$ cat config.mk
export PLATFORM = sky130hd
export DESIGN_NAME = diameter_avp_finder_top
export DESIGN_NICKNAME = d
export VERILOG_FILES = /design/src/hw/rtl/davp_pkg.sv /design/src/hw/rtl/diameter_avp_finder_top.sv /design/src/hw/rtl/davp_core.sv
export SDC_FILE = /design/constraint.sdc
export NUM_CORES = 1
export LEC_CHECK = 0
export ABC_CLOCK_PERIOD_IN_PS = 7800
export BUFFER_PORTS_ARGS = -buffer_cell sky130_fd_sc_hd__buf_2
export CAP_MARGIN = 20
export CELL_PAD_IN_SITES_DETAIL_PLACEMENT = 0
export CELL_PAD_IN_SITES_GLOBAL_PLACEMENT = 2
export CORE_ASPECT_RATIO = 1.25
export CORE_MARGIN = 5
export CORE_UTILIZATION = 37
export CTS_CLUSTER_SIZE = 24
export DETAILED_ROUTE_END_ITERATION = 7
export HOLD_SLACK_MARGIN = 0.05
export PLACE_DENSITY = 0.81
export SLEW_MARGIN = 25
export SYNTH_ARGS = -nofsm -noshare
export SYNTH_HDL_FRONTEND = slang
export SYNTH_SLANG_ARGS = --single-unit
export TNS_END_PERCENT = 20
$ cat constraint.sdc
create_clock -name clk -period 7.8 [get_ports clk]
set_input_delay 1.17 -clock clk [delete_from_list [all_inputs] [get_ports clk]]
set_output_delay 1.17 -clock clk [all_outputs]
set_load 0.01 [all_outputs]
$ cat src/hw/rtl/davp_pkg.sv
// ----------------------------------------------------------------------------
// davp_pkg
// Shared types and constants for the Diameter AVP finder: header geometry,
// result status codes and the result record passed from the core to the top.
// ----------------------------------------------------------------------------
`default_nettype none

package davp_pkg;

  // Width of buffer lengths and offsets
  localparam int LENGTH_BITS  = 16;
  // Fixed AVP header size in bytes
  localparam int HEADER_BYTES = 8;
  // Header byte index width (values 0 .. HEADER_BYTES-1)
  localparam int IDX_BITS     = $clog2(HEADER_BYTES);
  // AVP length field width and padded-length width
  localparam int AVP_LEN_BITS = 24;
  localparam int PAD_BITS     = AVP_LEN_BITS + 1;
  // Payload alignment of AVPs
  localparam int PAD_UNIT     = 4;

  // Header byte positions of interest
  localparam logic [IDX_BITS-1:0] IDX_CODE_LAST = IDX_BITS'(3);
  localparam logic [IDX_BITS-1:0] IDX_LEN_FIRST = IDX_BITS'(5);
  localparam logic [IDX_BITS-1:0] IDX_HDR_LAST  = IDX_BITS'(HEADER_BYTES - 1);

  typedef enum logic [1:0] {
    ST_FOUND     = 2'd0,
    ST_NOT_FOUND = 2'd1,
    ST_INVALID   = 2'd2
  } status_t;

  // One search outcome, valid when hit is set
  typedef struct packed {
    logic                   hit;
    status_t                status;
    logic [LENGTH_BITS-1:0] offset;
    logic [LENGTH_BITS-1:0] length;
  } result_t;

endpackage

`default_nettype wire

$ cat src/hw/rtl/diameter_avp_finder_top.sv
// ----------------------------------------------------------------------------
// diameter_avp_finder_top
// Streaming search of a Diameter AVP buffer for one AVP code, reporting
// found (with offset and length), not found, or invalid AVP length.
//
//  Channel | Dir | tdata                                   | tuser      | tlast
//  s_*     | in  | data_byte, buffer_length, target_code   | first_byte | last_byte
//  m_*     | out | avp_offset, avp_total_length            | status     | -
//
// One byte is taken per cycle while s_tready is high. The core handles each
// byte combinationally and its result is registered on the edge that accepts
// the byte, so m_tvalid rises in the cycle after the input transaction.
// At most one result per buffer, emitted on the byte that decides it.
// Reset (rst, synchronous) holds s_tready low and leaves the block idle until
// a first byte.
// s_tready drops only during reset or while a result waits in the output
// register and m_tready is low.
// ----------------------------------------------------------------------------
`default_nettype none

module diameter_avp_finder_top (
  input  wire logic        clk,
  input  wire logic        rst,
  input  wire logic        s_tvalid,
  output logic             s_tready,
  input  wire logic [55:0] s_tdata,   // [7:0] data_byte, [23:8] buffer_length,
                                      // [55:24] target_code
  input  wire logic        s_tuser,   // [0] first_byte
  input  wire logic        s_tlast,   // last_byte
  output logic             m_tvalid,
  input  wire logic        m_tready,
  output logic [31:0]      m_tdata,   // [15:0] avp_offset, [31:16] avp_total_length
  output logic [1:0]       m_tuser    // [1:0] status
);

  localparam int LB = davp_pkg::LENGTH_BITS;

  logic              accept;
  davp_pkg::result_t core_res;
  davp_pkg::status_t status;
  logic [LB-1:0]     avp_offset;
  logic [LB-1:0]     avp_total_length;

  // Input transaction taken whenever the result slot is free or draining
  assign s_tready = !rst && (!m_tvalid || m_tready);
  assign accept   = s_tvalid && s_tready;

  davp_core u_core (
    .clk           (clk),
    .rst           (rst),
    .en            (accept),
    .data_byte     (s_tdata[7:0]),
    .first_byte    (s_tuser),
    .last_byte     (s_tlast),
    .buffer_length (s_tdata[23:8]),
    .target_code   (s_tdata[55:24]),
    .res           (core_res)
  );

  // Output valid flag
  always_ff @(posedge clk) begin
    if (rst) begin
      m_tvalid <= 1'b0;
    end else if (accept) begin
      m_tvalid <= core_res.hit;
    end else if (m_tready) begin
      m_tvalid <= 1'b0;
    end
  end

  // Output payload
  always_ff @(posedge clk) begin
    if (accept && core_res.hit) begin
      status           <= core_res.status;
      avp_offset       <= core_res.offset;
      avp_total_length <= core_res.length;
    end
  end

  assign m_tdata = {avp_total_length, avp_offset};
  assign m_tuser = status;

  // A found AVP always has at least a full header
  a_found_len : assert property (@(posedge clk) disable iff (rst)
    (m_tvalid && status == davp_pkg::ST_FOUND) |->
      avp_total_length >= LB'(davp_pkg::HEADER_BYTES))
    else $error("found AVP shorter than its header");

  // Non-found outcomes carry zero offset and length
  a_miss_zero : assert property (@(posedge clk) disable iff (rst)
    (m_tvalid && status != davp_pkg::ST_FOUND) |->
      (avp_offset == '0 && avp_total_length == '0))
    else $error("non-found result with nonzero payload");

  // No input taken while a result is stalled
  a_no_overrun : assert property (@(posedge clk) disable iff (rst)
    (m_tvalid && !m_tready) |-> !s_tready)
    else $error("input accepted over a stalled result");

  // A stalled result survives into the next cycle
  a_hold : assert property (@(posedge clk) disable iff (rst)
    (m_tvalid && !m_tready) |=> (m_tvalid && $stable(m_tdata) && $stable(m_tuser)))
    else $error("stalled result lost");

endmodule

`default_nettype wire

$ cat src/hw/rtl/davp_core.sv
// ----------------------------------------------------------------------------
// davp_core
// Per-byte search engine: header shift registers, skip counter and the
// end-of-header decision. Each accepted byte updates the state registers
// and may raise a result for the output register.
// ----------------------------------------------------------------------------
`default_nettype none

module davp_core (
  input  wire logic                            clk,
  input  wire logic                            rst,
  input  wire logic                            en,
  input  wire logic [7:0]                      data_byte,
  input  wire logic                            first_byte,
  input  wire logic                            last_byte,
  input  wire logic [davp_pkg::LENGTH_BITS-1:0] buffer_length,
  input  wire logic [31:0]                     target_code,
  output davp_pkg::result_t                    res
);

  localparam int LB = davp_pkg::LENGTH_BITS;
  localparam int IB = davp_pkg::IDX_BITS;
  localparam int AB = davp_pkg::AVP_LEN_BITS;
  localparam int PB = davp_pkg::PAD_BITS;

  // Search state
  logic [31:0]   wanted_code,       wanted_code_next;
  logic [LB-1:0] total_bytes,       total_bytes_next;
  logic [LB-1:0] bytes_left,        bytes_left_next;
  logic [LB-1:0] current_avp_start, current_avp_start_next;
  logic [IB-1:0] header_byte_index, header_byte_index_next;
  logic [31:0]   code_shift,        code_shift_next;
  logic [AB-1:0] length_shift,      length_shift_next;
  logic [PB-1:0] skip_count,        skip_count_next;
  logic          code_match,        code_match_next;
  logic          search_done,       search_done_next;

  // Next-state and result logic for one byte
  always_comb begin
    logic          code_eq;
    logic [PB-1:0] padded;
    logic [LB-1:0] left_after;

    wanted_code_next       = wanted_code;
    total_bytes_next       = total_bytes;
    bytes_left_next        = bytes_left;
    current_avp_start_next = current_avp_start;
    header_byte_index_next = header_byte_index;
    code_shift_next        = code_shift;
    length_shift_next      = length_shift;
    skip_count_next        = skip_count;
    code_match_next        = code_match;
    search_done_next       = search_done;
    res                    = '0;
    res.status             = davp_pkg::ST_FOUND;
    code_eq                = 1'b0;
    padded                 = '0;
    left_after             = '0;

    // First byte: sample length and code, restart the search
    if (first_byte) begin
      wanted_code_next       = target_code;
      total_bytes_next       = buffer_length;
      bytes_left_next        = buffer_length;
      current_avp_start_next = '0;
      header_byte_index_next = '0;
      code_shift_next        = '0;
      length_shift_next      = '0;
      skip_count_next        = '0;
      code_match_next        = 1'b0;
      search_done_next       = 1'b0;
      if (buffer_length < LB'(davp_pkg::HEADER_BYTES)) begin
        res.hit          = 1'b1;
        res.status       = davp_pkg::ST_NOT_FOUND;
        search_done_next = 1'b1;
      end
    end

    if (!search_done_next) begin
      if (skip_count_next != '0) begin
        // Skipping payload of a non-matching AVP
        skip_count_next = skip_count_next - PB'(1);
      end else begin
        // Header byte, network order
        code_shift_next = {code_shift_next[23:0], data_byte};
        if (header_byte_index_next >= davp_pkg::IDX_LEN_FIRST) begin
          length_shift_next = {length_shift_next[AB-9:0], data_byte};
        end
        code_eq = (code_shift_next == wanted_code_next);
        if (header_byte_index_next == davp_pkg::IDX_CODE_LAST) begin
          code_match_next = code_eq;
        end

        if (header_byte_index_next == davp_pkg::IDX_HDR_LAST) begin
          // End of header: decide on this AVP
          header_byte_index_next = '0;
          if (code_match_next) begin
            res.hit = 1'b1;
            if (length_shift_next > AB'(total_bytes_next) ||
                length_shift_next < AB'(davp_pkg::HEADER_BYTES)) begin
              res.status = davp_pkg::ST_INVALID;
            end else begin
              res.status = davp_pkg::ST_FOUND;
              res.offset = current_avp_start_next;
              res.length = length_shift_next[LB-1:0];
            end
          end else if (length_shift_next == '0) begin
            res.hit    = 1'b1;
            res.status = davp_pkg::ST_INVALID;
          end else begin
            padded = (PB'(length_shift_next) + PB'(davp_pkg::PAD_UNIT - 1)) &
                     ~PB'(davp_pkg::PAD_UNIT - 1);
            if (padded >= PB'(bytes_left_next)) begin
              left_after = '0;
            end else begin
              left_after = bytes_left_next - padded[LB-1:0];
            end
            bytes_left_next        = left_after;
            current_avp_start_next = current_avp_start_next + padded[LB-1:0];
            if (left_after < LB'(davp_pkg::HEADER_BYTES)) begin
              res.hit    = 1'b1;
              res.status = davp_pkg::ST_NOT_FOUND;
            end else if (padded < PB'(davp_pkg::HEADER_BYTES)) begin
              // Short AVP: next header started at this one's fifth byte
              header_byte_index_next = IB'(davp_pkg::HEADER_BYTES - davp_pkg::PAD_UNIT);
              code_match_next        = code_eq;
            end else begin
              skip_count_next = padded - PB'(davp_pkg::HEADER_BYTES);
            end
          end
        end else begin
          header_byte_index_next = header_byte_index_next + IB'(1);
        end
      end

      // Buffer ended without a decision
      if (!res.hit && last_byte) begin
        res.hit    = 1'b1;
        res.status = davp_pkg::ST_NOT_FOUND;
      end
      if (res.hit) begin
        search_done_next = 1'b1;
      end
    end
  end

  // State registers, advanced per accepted byte
  always_ff @(posedge clk) begin
    if (rst) begin
      wanted_code       <= '0;
      total_bytes       <= '0;
      bytes_left        <= '0;
      current_avp_start <= '0;
      header_byte_index <= '0;
      code_shift        <= '0;
      length_shift      <= '0;
      skip_count        <= '0;
      code_match        <= 1'b0;
      search_done       <= 1'b1;
    end else if (en) begin
      wanted_code       <= wanted_code_next;
      total_bytes       <= total_bytes_next;
      bytes_left        <= bytes_left_next;
      current_avp_start <= current_avp_start_next;
      header_byte_index <= header_byte_index_next;
      code_shift        <= code_shift_next;
      length_shift      <= length_shift_next;
      skip_count        <= skip_count_next;
      code_match        <= code_match_next;
      search_done       <= search_done_next;
    end
  end

endmodule

`default_nettype wire

# [Word level (Yosys, flattened, before mapping)]
# Index checks and enable logic that the tools add are counted.
[totals] ff_bits=201 output_inout_bits=36 elab_cells=118
[classes] n_addsub=6 n_lt_le_gt_ge=7 eq_ne=3 n_mux=76 n_reduce_logical=12
[op_table] cell="$mux 16" count=19
[op_table] cell="$mux 25" count=8
[op_table] cell="$mux 32" count=6
[op_table] cell="$mux 24" count=6
[op_table] cell="$mux 35" count=4
[op_table] cell="$mux 3" count=15
[op_table] cell="$eq 32x32->1" count=1
[op_table] cell="$lt 16x4->1 const B" count=2
[op_table] cell="$add 24x2->25 const B" count=1
[op_table] cell="$ge 25x16->1" count=1
[op_table] cell="$lt 25x4->1 const B" count=1
[op_table] cell="$reduce_bool 25->1" count=1
[op_table] cell="$sub 25x1->25 const B" count=1
[op_table] cell="$sub 25x4->25 const B" count=1
[op_table] cell="$gt 24x16->1" count=1
[op_table] cell="$logic_not 24->1" count=1
[op_table] cell="$lt 24x4->1 const B" count=1
[op_table] cell="$mux 1" count=17
[op_table] cell="$add 16x16->16" count=1
[op_table] cell="$sub 16x16->16" count=1
[op_table] cell="$logic_and 1x1->1" count=4
[op_table] cell="$add 3x1->3 const B" count=1
[op_table] cell="$eq 3x2->1 const B" count=1
[op_table] cell="$eq 3x3->1 const B" count=1
[op_table] cell="other kinds (5)" count=8

# [Depth between registers and ports, before layout]
# Gate-level depths: netlist of the first run.
[depth] depth_word=26 ltp_mapped=24

# [Hierarchy]
# Synthesis of the first run repeated with hierarchy kept, for this count alone.
[hier_totals] cells_unflattened=1509 hier_area_um2=12203.0
[by_module_without_submodules] mod="davp_core" n_inst=1 cells_per_inst=1467 area_each_um2=11108.2
[by_module_without_submodules] mod="diameter_avp_finder_top" n_inst=1 cells_per_inst=42 area_each_um2=1094.8

# [Worst setup path after synthesis of the first run]
# Ideal clock, no wire load.
[synth_path] kind="in2reg" from="input port s_tuser" to="register avp_offset[0] (enable)" setup_time_ps=415 arrival_time_ps=6654 required_ps=7385 slack_ps=731 cell_stages=23 n_path_buf=9 path_cell_list="clkbuf_1 > buf_2 > buf_2 > buf_2 > buf_2 > buf_2 > buf_1 > clkbuf_1 > clkbuf_1 > nor2_1 > xor2_1 > inv_1 > ha_1 > a211o_1 > a211o_1 > o21a_1 > o311ai_0 > a21oi_1 > and4_1 > nor3_4 > a21oi_1 > or3_1 > and2_1"
[synth_between] elab_chain_cells=26 elab_cells_between_ends=43 cone_classes="2 x add/sub; 3 x order compare; 3 x eq/ne; 30 x mux; 5 x reduce/logical"
[synth_lines] item="start: declaration" line="diameter_avp_finder_top.sv:28" text="input wire logic s_tuser,"
[synth_lines] item="$mux 3" line="davp_core.sv:61" text="if (first_byte) begin"
[synth_lines] item="$ge 3x3->1" line="davp_core.sv:86" text="if (header_byte_index_next >= davp_pkg::IDX_LEN_FIRST) begin"
[synth_lines] item="$mux 24" line="davp_core.sv:86"
[synth_lines] item="$mux 24" line="davp_core.sv:80" text="if (skip_count_next != '0) begin"
[synth_lines] item="$mux 24" line="davp_core.sv:79" text="if (!search_done_next) begin"
[synth_lines] item="$add 24x2->25" line="davp_core.sv:111" text="padded = (PB'(length_shift_next) + PB'(davp_pkg::PAD_UNIT - 1)) &"
[synth_lines] item="$ge 25x16->1 or $sub 16x16->16 (tied branches)" line="davp_core.sv:113, davp_core.sv:116"
[synth_lines] item="$mux 16" line="davp_core.sv:113" text="if (padded >= PB'(bytes_left_next)) begin"
[synth_lines] item="[... 10 more ...]"
[synth_lines] item="$mux 35" line="davp_core.sv:80"
[synth_lines] item="$mux 35" line="davp_core.sv:79"
[synth_lines] item="$logic_not 1->1" line="davp_core.sv:137" text="if (!res.hit && last_byte) begin"
[synth_lines] item="$logic_and 1x1->1" line="davp_core.sv:137"
[synth_lines] item="$mux 3" line="davp_core.sv:137"
[synth_lines] item="$mux 3" line="davp_core.sv:79"
[synth_lines] item="$mux 35 (*)" line="davp_core.sv:79"
[synth_lines] item="$logic_and 1x1->1 (*)" line="diameter_avp_finder_top.sv:73" text="if (accept && core_res.hit) begin"
[synth_lines] item="end signal: assignment" line="diameter_avp_finder_top.sv:75" text="avp_offset <= core_res.offset;"
[synth_lines] item="end: declaration" line="diameter_avp_finder_top.sv:41" text="logic [LB-1:0] avp_offset;"
# Every way passes the cells marked *; elsewhere a longest branch is shown, timed or not. The select of a mux whose other input is x is not followed.
# A chain may end at the register's enable or synchronous reset.

# [Worst setup path after layout of the first run]
[layout_path] from="input port s_tuser" to="register avp_total_length[7] (enable)"
[layout_between] elab_chain_cells=26 elab_cells_between_ends=43 cone_classes="2 x add/sub; 3 x order compare; 3 x eq/ne; 30 x mux; 5 x reduce/logical"
[layout_lines] item="$mux 3" line="davp_core.sv:61"
[layout_lines] item="$ge 3x3->1" line="davp_core.sv:86"
[layout_lines] item="$mux 24" line="davp_core.sv:86"
[layout_lines] item="$mux 24" line="davp_core.sv:80"
[layout_lines] item="$mux 24" line="davp_core.sv:79"
[layout_lines] item="$add 24x2->25" line="davp_core.sv:111"
[layout_lines] item="$ge 25x16->1 or $sub 16x16->16 (tied branches)" line="davp_core.sv:113, davp_core.sv:116"
[layout_lines] item="$mux 16" line="davp_core.sv:113"
[layout_lines] item="[... 10 more ...]"
[layout_lines] item="$mux 35" line="davp_core.sv:80"
[layout_lines] item="$mux 35" line="davp_core.sv:79"
[layout_lines] item="$logic_not 1->1" line="davp_core.sv:137"
[layout_lines] item="$logic_and 1x1->1" line="davp_core.sv:137"
[layout_lines] item="$mux 3" line="davp_core.sv:137"
[layout_lines] item="$mux 3" line="davp_core.sv:79"
[layout_lines] item="$mux 35 (*)" line="davp_core.sv:79"
[layout_lines] item="$logic_and 1x1->1 (*)" line="diameter_avp_finder_top.sv:73"
[layout_lines] item="end signal: assignment" line="diameter_avp_finder_top.sv:76" text="avp_total_length <= core_res.length;"
[layout_lines] item="end: declaration" line="diameter_avp_finder_top.sv:42" text="logic [LB-1:0] avp_total_length;"
# Marks and branches as above.

==> results of run 1 <==
## registers in the layout, indices dropped and copies added (netlist names)
name,count
avp_total_length,16
u_core.code_match,1
avp_offset,16
m_tvalid,1
u_core.wanted_code,32
u_core.total_bytes,16
u_core.header_byte_index,3
u_core.length_shift,24
u_core.search_done,1
u_core.skip_count,25
u_core.current_avp_start,16
u_core.bytes_left,16
u_core.code_shift,24
m_tuser,2
## logic make-up (layout without fill, tap and decap cells)
family,after synthesis,in the layout,synth area share [%]
buffers and inverters,166,233,5.192
AO/OA/AOI/OAI,426,426,22.77
AND/OR/NAND/NOR,601,601,23.81
XOR/XNOR,53,53,3.628
flip-flops,193,193,32.85
adder cells (fa/ha/maj),62,62,6.160
multiplexers,69,69,5.583
## placed cells by master, fill, tap and decap left out, types with 13 or more instances in the layout
cell type and instances:
buf_2 96, mux2i_1 53, a22o_1 34, nand4_1 16, nand2_1 164, a211oi_1 26
o31ai_1 20, a221oi_1 13, xor2_1 20, nor2_1 130, xnor2_1 33, mux2_2 15
inv_1 68, o21ai_0 86, nor4_1 32, nand2b_1 17, and2_1 36, nor3_1 57
ha_1 59, buf_4 35, and3_1 15, dfxtp_1 159, a31oi_1 23, a21o_1 18
nand3_1 25, a21oi_1 81, edfxtp_1 34, clkbuf_16 17, nor2b_1 49, o211ai_1 13
a22oi_1 14
## worst min path at each step
stage	to	cells past startpoint	slack (ps)	from
6_report	u_core.wanted_code[7]	2	460	u_core.wanted_code[7]
5_1_grt	u_core.code_match	2	470	u_core.code_match
4_1_cts	u_core.total_bytes[1]	2	460	u_core.total_bytes[1]
3_5_place_dp	u_core.code_match	2	440	u_core.code_match
3_3_place_gp	u_core.code_match	2	430	u_core.code_match
2_1_floorplan	u_core.code_match	2	420	u_core.code_match
## stage by stage
| step | worst slack (ps) | area, um^2 | util [%] | total power [mW] | instances |
|---|---|---|---|---|---|
| after CTS | 1460 | 14370 | 41.85 | 2.610 | 2105 |
| after global routing | 934.9 | 14370 | 41.85 | 2.711 | 2105 |
| final | 1426 | 14370 | 41.85 | 2.596 | 2105 |
| after detailed placement | 989.6 | 13770 | 40.12 | 1.685 | 2073 |
| after floorplan | 730.9 | 12800 | - | 1.496 | 1570 |
| after global placement | 1139 | 13770 | 40.11 | 1.684 | 2073 |
## area by class of cell
type                    instances  share of cell area, %
clock buffers                  20                  3.109
inverters                      68                  1.777
clock inverters                12                  1.045
well taps                     468                  4.076
multi-input cells            1211                  55.28
repair buffers                133                  5.452
flip-flops and latches        193                  29.26
## power breakdown
group	switching (mW)	internal [mW]
Combinational	0.364	0.200
Sequential	0.0451	1.06
Clock	0.437	0.491
Total	0.846	1.75
## worst max-delay path: cells and delay by family
kind | cells | cell delay, ps
fa+ha+maj | 1 | 490
compound gates | 6 | 1320
mux | 1 | 340
buf+inv | 4 | 1090
simple gates | 8 | 2140
## per-layer routing
metal	vias up	global-route usage, %	wire (um)
li1	5870	-	-
met1	5936	29.40	19950
met2	347	43.31	23930
met3	72	3.399	1882
met4	0	8.359	1515
met5	-	0	0
==> impl_metrics.py, run 1 <==
metrics = {
    "run_status": {
        "status": "complete, no violations",
    },
    "clocking": {
        "cts_root_buf": "clkbuf_16",
        "worstSkewPairLatency_ps": 470,
        "post_cts_resized": 0,
        "path_clk_slew_ps": 80,
        "clockBufferDepth": 2,
        "cts_htree_levels": 4,
        "cts_tree": "yes",
        "numCtsBuffers": 17,
        "post-cts-setup-buffers": 0,
        "holdBufCountCts": 0,
        "clock-sinks": 193,
    },
    "setup_path": {
        "required_ps": 8020,
        "rrSetupSlack_ps": 1490,
        "crit_chain": "buf_4 > nor2b_1 > mux2_2 > o211ai_2 > buf_4 > nor4_1 > nor2_1 > inv_1 > ha_1 > nand2b_1 > a2111oi_0 > a311oi_1 > o311ai_0 > a21oi_1 > and4_1 > nor3_4 > a21oi_1 > or3_1 > and2_2 > buf_12",
        "startpoint": "s_tuser",
        "reg2reg_depth": 18,
        "cp_slowest_cell": "ha_1",
        "reg2reg_from": "u_core.header_byte_index[0]",
        "crit_end": "avp_total_length[7]",
        "max_stage_delay_ps": 490,
        "critPathMaxFanout": 43,
        "critPathLaunchType": "primary input",
        "worstSetupPathType": "in -> reg",
        "timing.rr.end": "avp_total_length[7]",
        "arrival_ps": 6590,
        "critPathCaptureType": "flop",
    },
    "drt": {
        "drc_errors": 0,
        "dr.pass1.iters": 5,
        "drtIter0Drc": 1070,
        "antenna_left": 0,
        "avgRoutedWirePerCell_um": 22.46,
        "via_count": 12230,
        "wl_um": 47280,
        "viasPerCell": 5.808,
    },
    "finish": {
        "area_delta_synth_final_pct": 12.28,
        "final.fill_count": 3543,
        "antennaDiodeCount": 0,
        "regArea_um2": 4204,
        "multi_input_area_um2": 7943,
        "drive_above_1_share_pct": 12.22,
        "fin_nets": 1747,
    },
    "die": {
        "initial_utilization_pct": 37.28,
        "ios": 98,
        "dieArea_um2": 38430,
        "die_w_um": 176.3,
        "fp.dieH_um": 217.9,
        "rows": 76,
        "coreArea_um2": 34330,
    },
    "global_route": {
        "grt_usage_pct": 24.10,
        "antenna_found_initial": 0,
        "overflow": 0,
        "grt_max_degree": 80,
        "grt_first_pass_wirelength_um": 71280,
        "grt_pass1_vias": 11770,
    },
    "min_path": {
        "hold_path.class": "reg -> reg",
    },
    "synth": {
        "syn_inst": 1570,
        "yosysSeqAreaShare_pct": 32.85,
        "syn-cell-area_um2": 12800,
        "synthTopCellsByCount": "164 x nand2_1, 159 x dfxtp_1, 133 x nor2_1",
        "synthArstFlopShare_pct": 0,
        "synth_area_per_cell_um2": 8.150,
        "ys_top_cells_by_area": "dfxtp_1 25%, edfxtp_1 8.0%, ha_1 5.8%",
        "yosysMostFrequentCell": "nand2_1",
        "synth_top_area_share_pct": 24.88,
        "synth-main-ff-cell": "dfxtp_1",
        "ys_ff_latch": 193,
        "syn_nets": 1693,
        "yosysUniqueCellTypes": 83,
        "synth_top_area_cell": "dfxtp_1",
        "synth-edff-count": 34,
        "yosysWarnings": 0,
    },
    "pwr": {
        "leakagePower_nw": 5.853,
        "ir_drop_v": 0.0001744,
        "powerDensity_nw_per_um2": 180.7,
    },
    "job": {
        "maxCapViolations": 0,
    },
    "sta": {
        "fin_crit_sh_pct": 81.72,
        "rsz0062_at_grt": "false",
        "fin_tns_setup_ps": 0,
        "hold_ws_ps": 457.9,
        "slew_violations": 0,
        "layout_min_cycle_time_ps": 6374,
        "worst-slew-pin-transition_ps": 914.6,
        "fin_skew_ps": 20.44,
        "finalHoldViolCount": 0,
        "clock.fmax_mhz": 156.9,
        "setup_viol": 0,
        "relSlewSlack_pct": 39.03,
    },
    "place": {
        "dpl.hpwl_um": 35060,
        "io_buffers": 97,
        "routabilityCongestion": 0.9814,
    },
}
Power figures use the tool's default switching activity.
==> run 2, diff against run 1 <==
--- a/config.mk
+++ b/config.mk
@@ -5,18 +5,18 @@
 export SDC_FILE = /design/constraint.sdc
 export NUM_CORES = 1
 export LEC_CHECK = 0
-export ABC_CLOCK_PERIOD_IN_PS = 7800
+export ABC_CLOCK_PERIOD_IN_PS = 5400
 export BUFFER_PORTS_ARGS = -buffer_cell sky130_fd_sc_hd__buf_2
 export CAP_MARGIN = 20
 export CELL_PAD_IN_SITES_DETAIL_PLACEMENT = 0
 export CELL_PAD_IN_SITES_GLOBAL_PLACEMENT = 2
 export CORE_ASPECT_RATIO = 1.25
 export CORE_MARGIN = 5
-export CORE_UTILIZATION = 37
+export CORE_UTILIZATION = 33
 export CTS_CLUSTER_SIZE = 24
 export DETAILED_ROUTE_END_ITERATION = 7
 export HOLD_SLACK_MARGIN = 0.05
-export PLACE_DENSITY = 0.81
+export PLACE_DENSITY = 0.76
 export SLEW_MARGIN = 25
 export SYNTH_ARGS = -nofsm -noshare
 export SYNTH_HDL_FRONTEND = slang
==> constraint.sdc (replaced) <==
create_clock -name clk -period 5.4 [get_ports clk]
set_input_delay 0.81 -clock clk [delete_from_list [all_inputs] [get_ports clk]]
set_output_delay 0.81 -clock clk [all_outputs]
set_load 0.01 [all_outputs]
==> run 2 against run 1 <==
Final area up 7.0%. First-iteration DRC count down 28%. Die area up 11%. Flip-flop and latch count unchanged. Global-route usage down 1.0 points. Clock power up 48%. Sequential share of layout area down 1.9 points. Sequential power up 45%. Register-to-register slack worse by 1200 ps. Largest cell class unchanged. Highest routed layer unchanged.
==> impl_metrics.py, run 2 (same netlist as run 1, synthesis figures left out) <==
metrics = {
    "sta": {
        "clock.fmax_mhz": 197.2,
        "layout_min_cycle_time_ps": 5072,
        "worst-slew-pin-transition_ps": 871.7,
        "timing.final.ws_setup_ps": 327.7,
        "finalHoldViolCount": 0,
        "rsz0062_at_grt": "false",
        "fin_crit_sh_pct": 93.93,
        "slew_violations": 0,
        "setup_viol": 0,
        "fin_skew_ps": 21.49,
        "relSlewSlack_pct": 41.88,
        "fin_tns_setup_ps": 0,
    },
    "die": {
        "fp.dieH_um": 230.2,
        "initial_utilization_pct": 33.47,
        "ios": 98,
        "rows": 80,
        "die_w_um": 186.1,
        "dieArea_um2": 42840,
        "coreArea_um2": 38240,
    },
    "global_route": {
        "grt_usage_pct": 23.06,
        "overflow": 0,
        "grt_pass1_vias": 12210,
        "grt_first_pass_wirelength_um": 74910,
        "grt_max_degree": 67,
        "antenna_found_initial": 0,
    },
    "setup_path": {
        "critPathMaxFanout": 19,
        "cp_slowest_cell": "dfxtp_1",
        "worstSetupPathType": "reg -> reg",
        "crit_top_cell": "buf_4",
        "crit_chain": "o21a_2 > buf_4 > mux2i_1 > nor2_1 > nand2_1 > xnor2_1 > buf_4 > inv_1 > ha_1 > a211o_1 > a211o_1 > o21a_1 > o211ai_1 > nor3_1 > and4_1 > nor3_4 > buf_4 > nand4_4 > buf_4 > a211o_1 > a22o_1",
        "crit_buf_inv": 5,
        "critical-path-top-delay-family": "compound AO/OA/AOI/OAI gates",
        "required_ps": 5770,
        "critPathLaunchType": "flop",
        "critPathCaptureType": "flop",
        "arrival_ps": 5440,
        "max_stage_delay_ps": 350,
        "rrSetupSlack_ps": 330,
        "startpoint": "u_core.header_byte_index[0]",
        "reg2reg_from": "u_core.header_byte_index[0]",
    },
    "run_status": {
        "status": "complete, no violations",
    },
    "place": {
        "dpl-instance-area_um2": 14750,
        "io_buffers": 97,
        "routabilityCongestion": 0.9552,
        "dpl.hpwl_um": 38450,
        "dp_slack_ps": 53.59,
    },
    "finish": {
        "top_register": "u_core.wanted_code",
        "final_cell_mix": "164 x nand2_1, 159 x dfxtp_1, 149 x buf_4",
        "multi_input_area_um2": 8013,
        "utilization_pct": 40.22,
        "reg_top3": "u_core.wanted_code: 32 flops, u_core.skip_count: 25 flops",
        "final_common_cell": "nand2_1",
        "area_delta_synth_final_pct": 20.19,
        "fin_nets": 1863,
        "final.fill_count": 3968,
        "drive_above_1_share_pct": 18.65,
        "final_area_um2": 15380,
        "regArea_um2": 4204,
        "largest_reg_flops": 32,
        "antennaDiodeCount": 0,
    },
    "drt": {
        "dr.pass1.iters": 5,
        "viasPerCell": 5.568,
        "avgRoutedWirePerCell_um": 22.34,
        "drc_errors": 0,
        "drtIter0Drc": 775,
        "via_count": 12500,
        "antenna_left": 0,
        "wl_um": 50150,
    },
    "pwr": {
        "ir_drop_v": 0.0002297,
        "leakagePower_nw": 6.467,
        "powerDensity_nw_per_um2": 251.6,
    },
    "clocking": {
        "path_clk_slew_ps": 80,
        "clockBufferDepth": 2,
        "cts_root_buf": "clkbuf_16",
        "clock-sinks": 193,
        "post-cts-setup-buffers": 0,
        "cts_tree": "yes",
        "cts_htree_levels": 4,
        "numCtsBuffers": 17,
        "post_cts_resized": 0,
        "holdBufCountCts": 0,
        "worstSkewPairLatency_ps": 480,
    },
    "min_path": {
        "min_from": "u_core.wanted_code[4]",
        "hold_path.class": "reg -> reg",
    },
    "job": {
        "maxCapViolations": 0,
    },
}
## run 2: final cells by class
class | instances | area share (%)
multi-input combinational | 1211 | 52.10
sequential | 193 | 27.33
timing repair buffer | 249 | 10.86
tap | 492 | 4.003
clock buffer | 20 | 2.969
inverter | 68 | 1.660
clock inverter | 12 | 1.074
## run 2: power breakdown
group	switching [mW]	internal, mW
registers	0.0644	1.53
clock network	0.643	0.727
logic	0.553	0.352
total	1.26	2.61
## run 2: per-stage QoR
step           power, mW  std cells  hold WS (ps)
2_1_floorplan      2.171       1570         416.9
3_3_place_gp       2.523       2213         434.4
3_5_place_dp       2.521       2213         443.9
4_1_cts            3.894       2245         460.4
5_1_grt            4.051       2245         479.5
6_report           3.869       2245         460.9
## run 2: per-layer routing
layer	GRT usage (%)	up-vias	part of all wire, %
met5	0	-	0
met4	9.658	0	3.8
met3	3.003	86	3.9
met2	39.97	313	50
met1	28.54	6016	43
li1	-	6085	-
## run 2: worst register-to-register path, delay by kind of cell (launching register included)
kind	cells	cell delay, ps
fa+ha+maj	1	210
xor+xnor	1	260
simple gates	6	1150
buf+inv	5	930
flops	1	350
mux	1	150
compound gates	7	1900
## run 2: worst paths after layout
check | endpoint | cells after the start
max reg2reg | u_core.skip_count[0] | 21
min reg2reg | u_core.wanted_code[4] | 2
max | u_core.skip_count[0] | 21
min | u_core.wanted_code[4] | 2
==> run 3, diff against run 2 <==
--- a/config.mk
+++ b/config.mk
@@ -15,6 +15,7 @@
 export CORE_UTILIZATION = 33
 export CTS_CLUSTER_SIZE = 24
 export DETAILED_ROUTE_END_ITERATION = 7
+export GPL_TIMING_DRIVEN = 0
 export HOLD_SLACK_MARGIN = 0.05
 export PLACE_DENSITY = 0.76
 export SLEW_MARGIN = 25
==> run 3 against run 2 <==
Clock power about the same. Maximum frequency down 4.7%. Critical path type is now in -> reg. Largest cell class unchanged. Sequential share of layout area down 0.37 points. Clock skew down 7.7 ps. Flip-flop and latch count unchanged. Setup slack worse by 250 ps. Critical path depth down 1. Die area unchanged. Core utilization up 0.57 points.
==> impl_metrics.py, run 3 (same netlist as run 1, synthesis figures left out) <==
metrics = {
    "run_status": {
        "status": "complete, no violations",
    },
    "place": {
        "place_inst": 2158,
        "dpl-instance-area_um2": 14030,
        "dpl.hpwl_um": 42260,
        "dp_slack_ps": -2160,
        "io_buffers": 96,
        "routabilityCongestion": 0.9294,
    },
    "finish": {
        "largest_reg_flops": 32,
        "regArea_um2": 4205,
        "area_delta_synth_final_pct": 21.88,
        "fin_nets": 1843,
        "drive_above_1_share_pct": 17.83,
        "multi_input_area_um2": 8574,
        "final_cell_count_no_fill": 2225,
        "final_cell_mix": "162 x nand2_1, 158 x dfxtp_1, 121 x nor2_1",
        "reg_top3": "u_core.wanted_code: 32 flops, u_core.skip_count: 25 flops",
        "utilization_pct": 40.79,
        "final_area_um2": 15600,
        "top_register": "u_core.wanted_code",
        "final_common_cell": "nand2_1",
        "final.fill_count": 4026,
        "antennaDiodeCount": 0,
    },
    "sta": {
        "rsz0062_at_grt": "false",
        "worst-slew-pin-transition_ps": 982.0,
        "slew_violations": 0,
        "fin_crit_sh_pct": 98.60,
        "timing.final.ws_setup_ps": 75.71,
        "fin_skew_ps": 13.77,
        "clock.fmax_mhz": 187.8,
        "layout_min_cycle_time_ps": 5324,
        "finalHoldViolCount": 0,
        "relSlewSlack_pct": 34.54,
        "setup_viol": 0,
    },
    "setup_path": {
        "critPathLaunchType": "primary input",
        "critPathCaptureType": "flop",
        "arrival_ps": 5720,
        "worstSetupPathType": "in -> reg",
        "critPathMaxFanout": 10,
        "required_ps": 5800,
    },
    "global_route": {
        "overflow": 0,
        "grt_pass1_vias": 12870,
        "grt_usage_pct": 25.53,
        "grt_max_degree": 18,
        "grt_first_pass_wirelength_um": 81690,
        "antenna_found_initial": 2,
    },
    "drt": {
        "via_count": 12940,
        "antenna_left": 0,
        "avgRoutedWirePerCell_um": 24.92,
        "dr.pass1.iters": 5,
        "drc_errors": 0,
        "drtIter0Drc": 1060,
        "viasPerCell": 5.815,
        "wl_um": 55450,
    },
    "clocking": {
        "cts_tree": "yes",
        "worstSkewPairLatency_ps": 470,
        "holdBufCountCts": 0,
        "clock-sinks": 193,
        "cts_root_buf": "clkbuf_16",
        "numCtsBuffers": 17,
        "clockBufferDepth": 2,
        "cts_htree_levels": 4,
        "path_clk_slew_ps": 80,
    },
    "die": {
        "dieArea_um2": 42840,
        "ios": 98,
        "rows": 80,
        "coreArea_um2": 38240,
        "fp.dieH_um": 230.2,
        "initial_utilization_pct": 33.47,
        "die_w_um": 186.1,
    },
    "pwr": {
        "p_switching_mw": 1.298,
        "power_frac_seq_pct": 41.2,
        "p_sw_share_pct": 33.60,
        "power_mw": 3.863,
        "power_frac_comb_pct": 24.0,
        "clkPwrFrac_pct": 34.8,
        "powerDensity_nw_per_um2": 247.7,
        "ir_drop_v": 0.0002464,
        "p_int_mw": 2.565,
        "leakagePower_nw": 6.262,
    },
    "job": {
        "maxCapViolations": 0,
    },
    "min_path": {
        "hold_path.class": "reg -> reg",
    },
}
-- run 3: changes by cell type in the layout (fill, tap and decap cells not counted), moves of 6 or more --
| cell | previous run | this run |
|---|---|---|
| ha_1 | 58 | 52 |
| mux2i_2 | 0 | 6 |
| buf_4 | 149 | 38 |
| xnor2_4 | 0 | 6 |
| nor2_1 | 130 | 121 |
| clkbuf_1 | 1 | 51 |
| mux2i_1 | 53 | 44 |
| buf_2 | 96 | 105 |
| clkbuf_4 | 0 | 6 |
-- run 3: repair_timing --
action | CTS | global route
gates resized for setup | 98 | 52
pin swaps | 16 | 14
cloned | 5 | 1
setup buffers | 19 | 18
setup endpoints to repair | 121 | 111
-- run 3: critical path, cell delays in order --
cell	delay (ps)
buf_2	140
buf_8	160
buf_8	170
buf_2	360
buf_2	400
nor2_4	110
buf_4	190
xnor2_4	330
ha_4	300
a211o_4	370
a211o_1	300
o21a_4	230
o211ai_1	300
nor3_1	90
and4_4	180
nor3_4	190
buf_6	160
nand4_4	170
or4b_1	560
a21oi_1	130
-- run 3: cell type report --
cell class / count / share of cell area (%)
clock buffers: 18 / 2.816
plain buffers: 90 / 3.698
clock inverters: 14 / 0.9948
repair buffers: 133 / 4.966
inverters: 68 / 1.637
multi-input cells: 1217 / 54.98
flip-flops and latches: 193 / 26.96
well taps: 492 / 3.947
-- run 3: path summary, 6_finish.rpt --
kind | start | endpoint | slack [ps] | cells past startpoint
min reg2reg | u_core.total_bytes[0] | u_core.total_bytes[0] | 460 | 2
max | s_tuser | u_core.skip_count[24] | 80 | 20
min | u_core.total_bytes[0] | u_core.total_bytes[0] | 460 | 2
max reg2reg | u_core.header_byte_index[0] | u_core.skip_count[24] | 140 | 20
-- run 3: power by group through the flow --
stage	Clock, mW	Combinational, mW	Sequential, mW
finish	1.34	0.928	1.59
global route	1.42	1.01	1.60
CTS	1.37	0.890	1.59
detailed placement	0	0.853	1.62
global placement	0	0.856	1.62
floorplan	0	0.567	1.60
-- run 3: metal layers --
layer | part of all wire [%] | track usage, % | routed length (um)
met1 | 40 | 30.65 | 22430
met2 | 49 | 44.27 | 27360
met3 | 5.0 | 3.557 | 2794
met4 | 5.1 | 12.57 | 2848
met5 | 0.023 | 0 | 13
-- run 3: through the flow --
step	setup TNS, ps	hold WS [ps]
detailed placement	-215580	447.3
floorplan	0	416.9
finish	0	457.6
global placement	-220070	436.3
global route	0	480.7
CTS	0	458.0
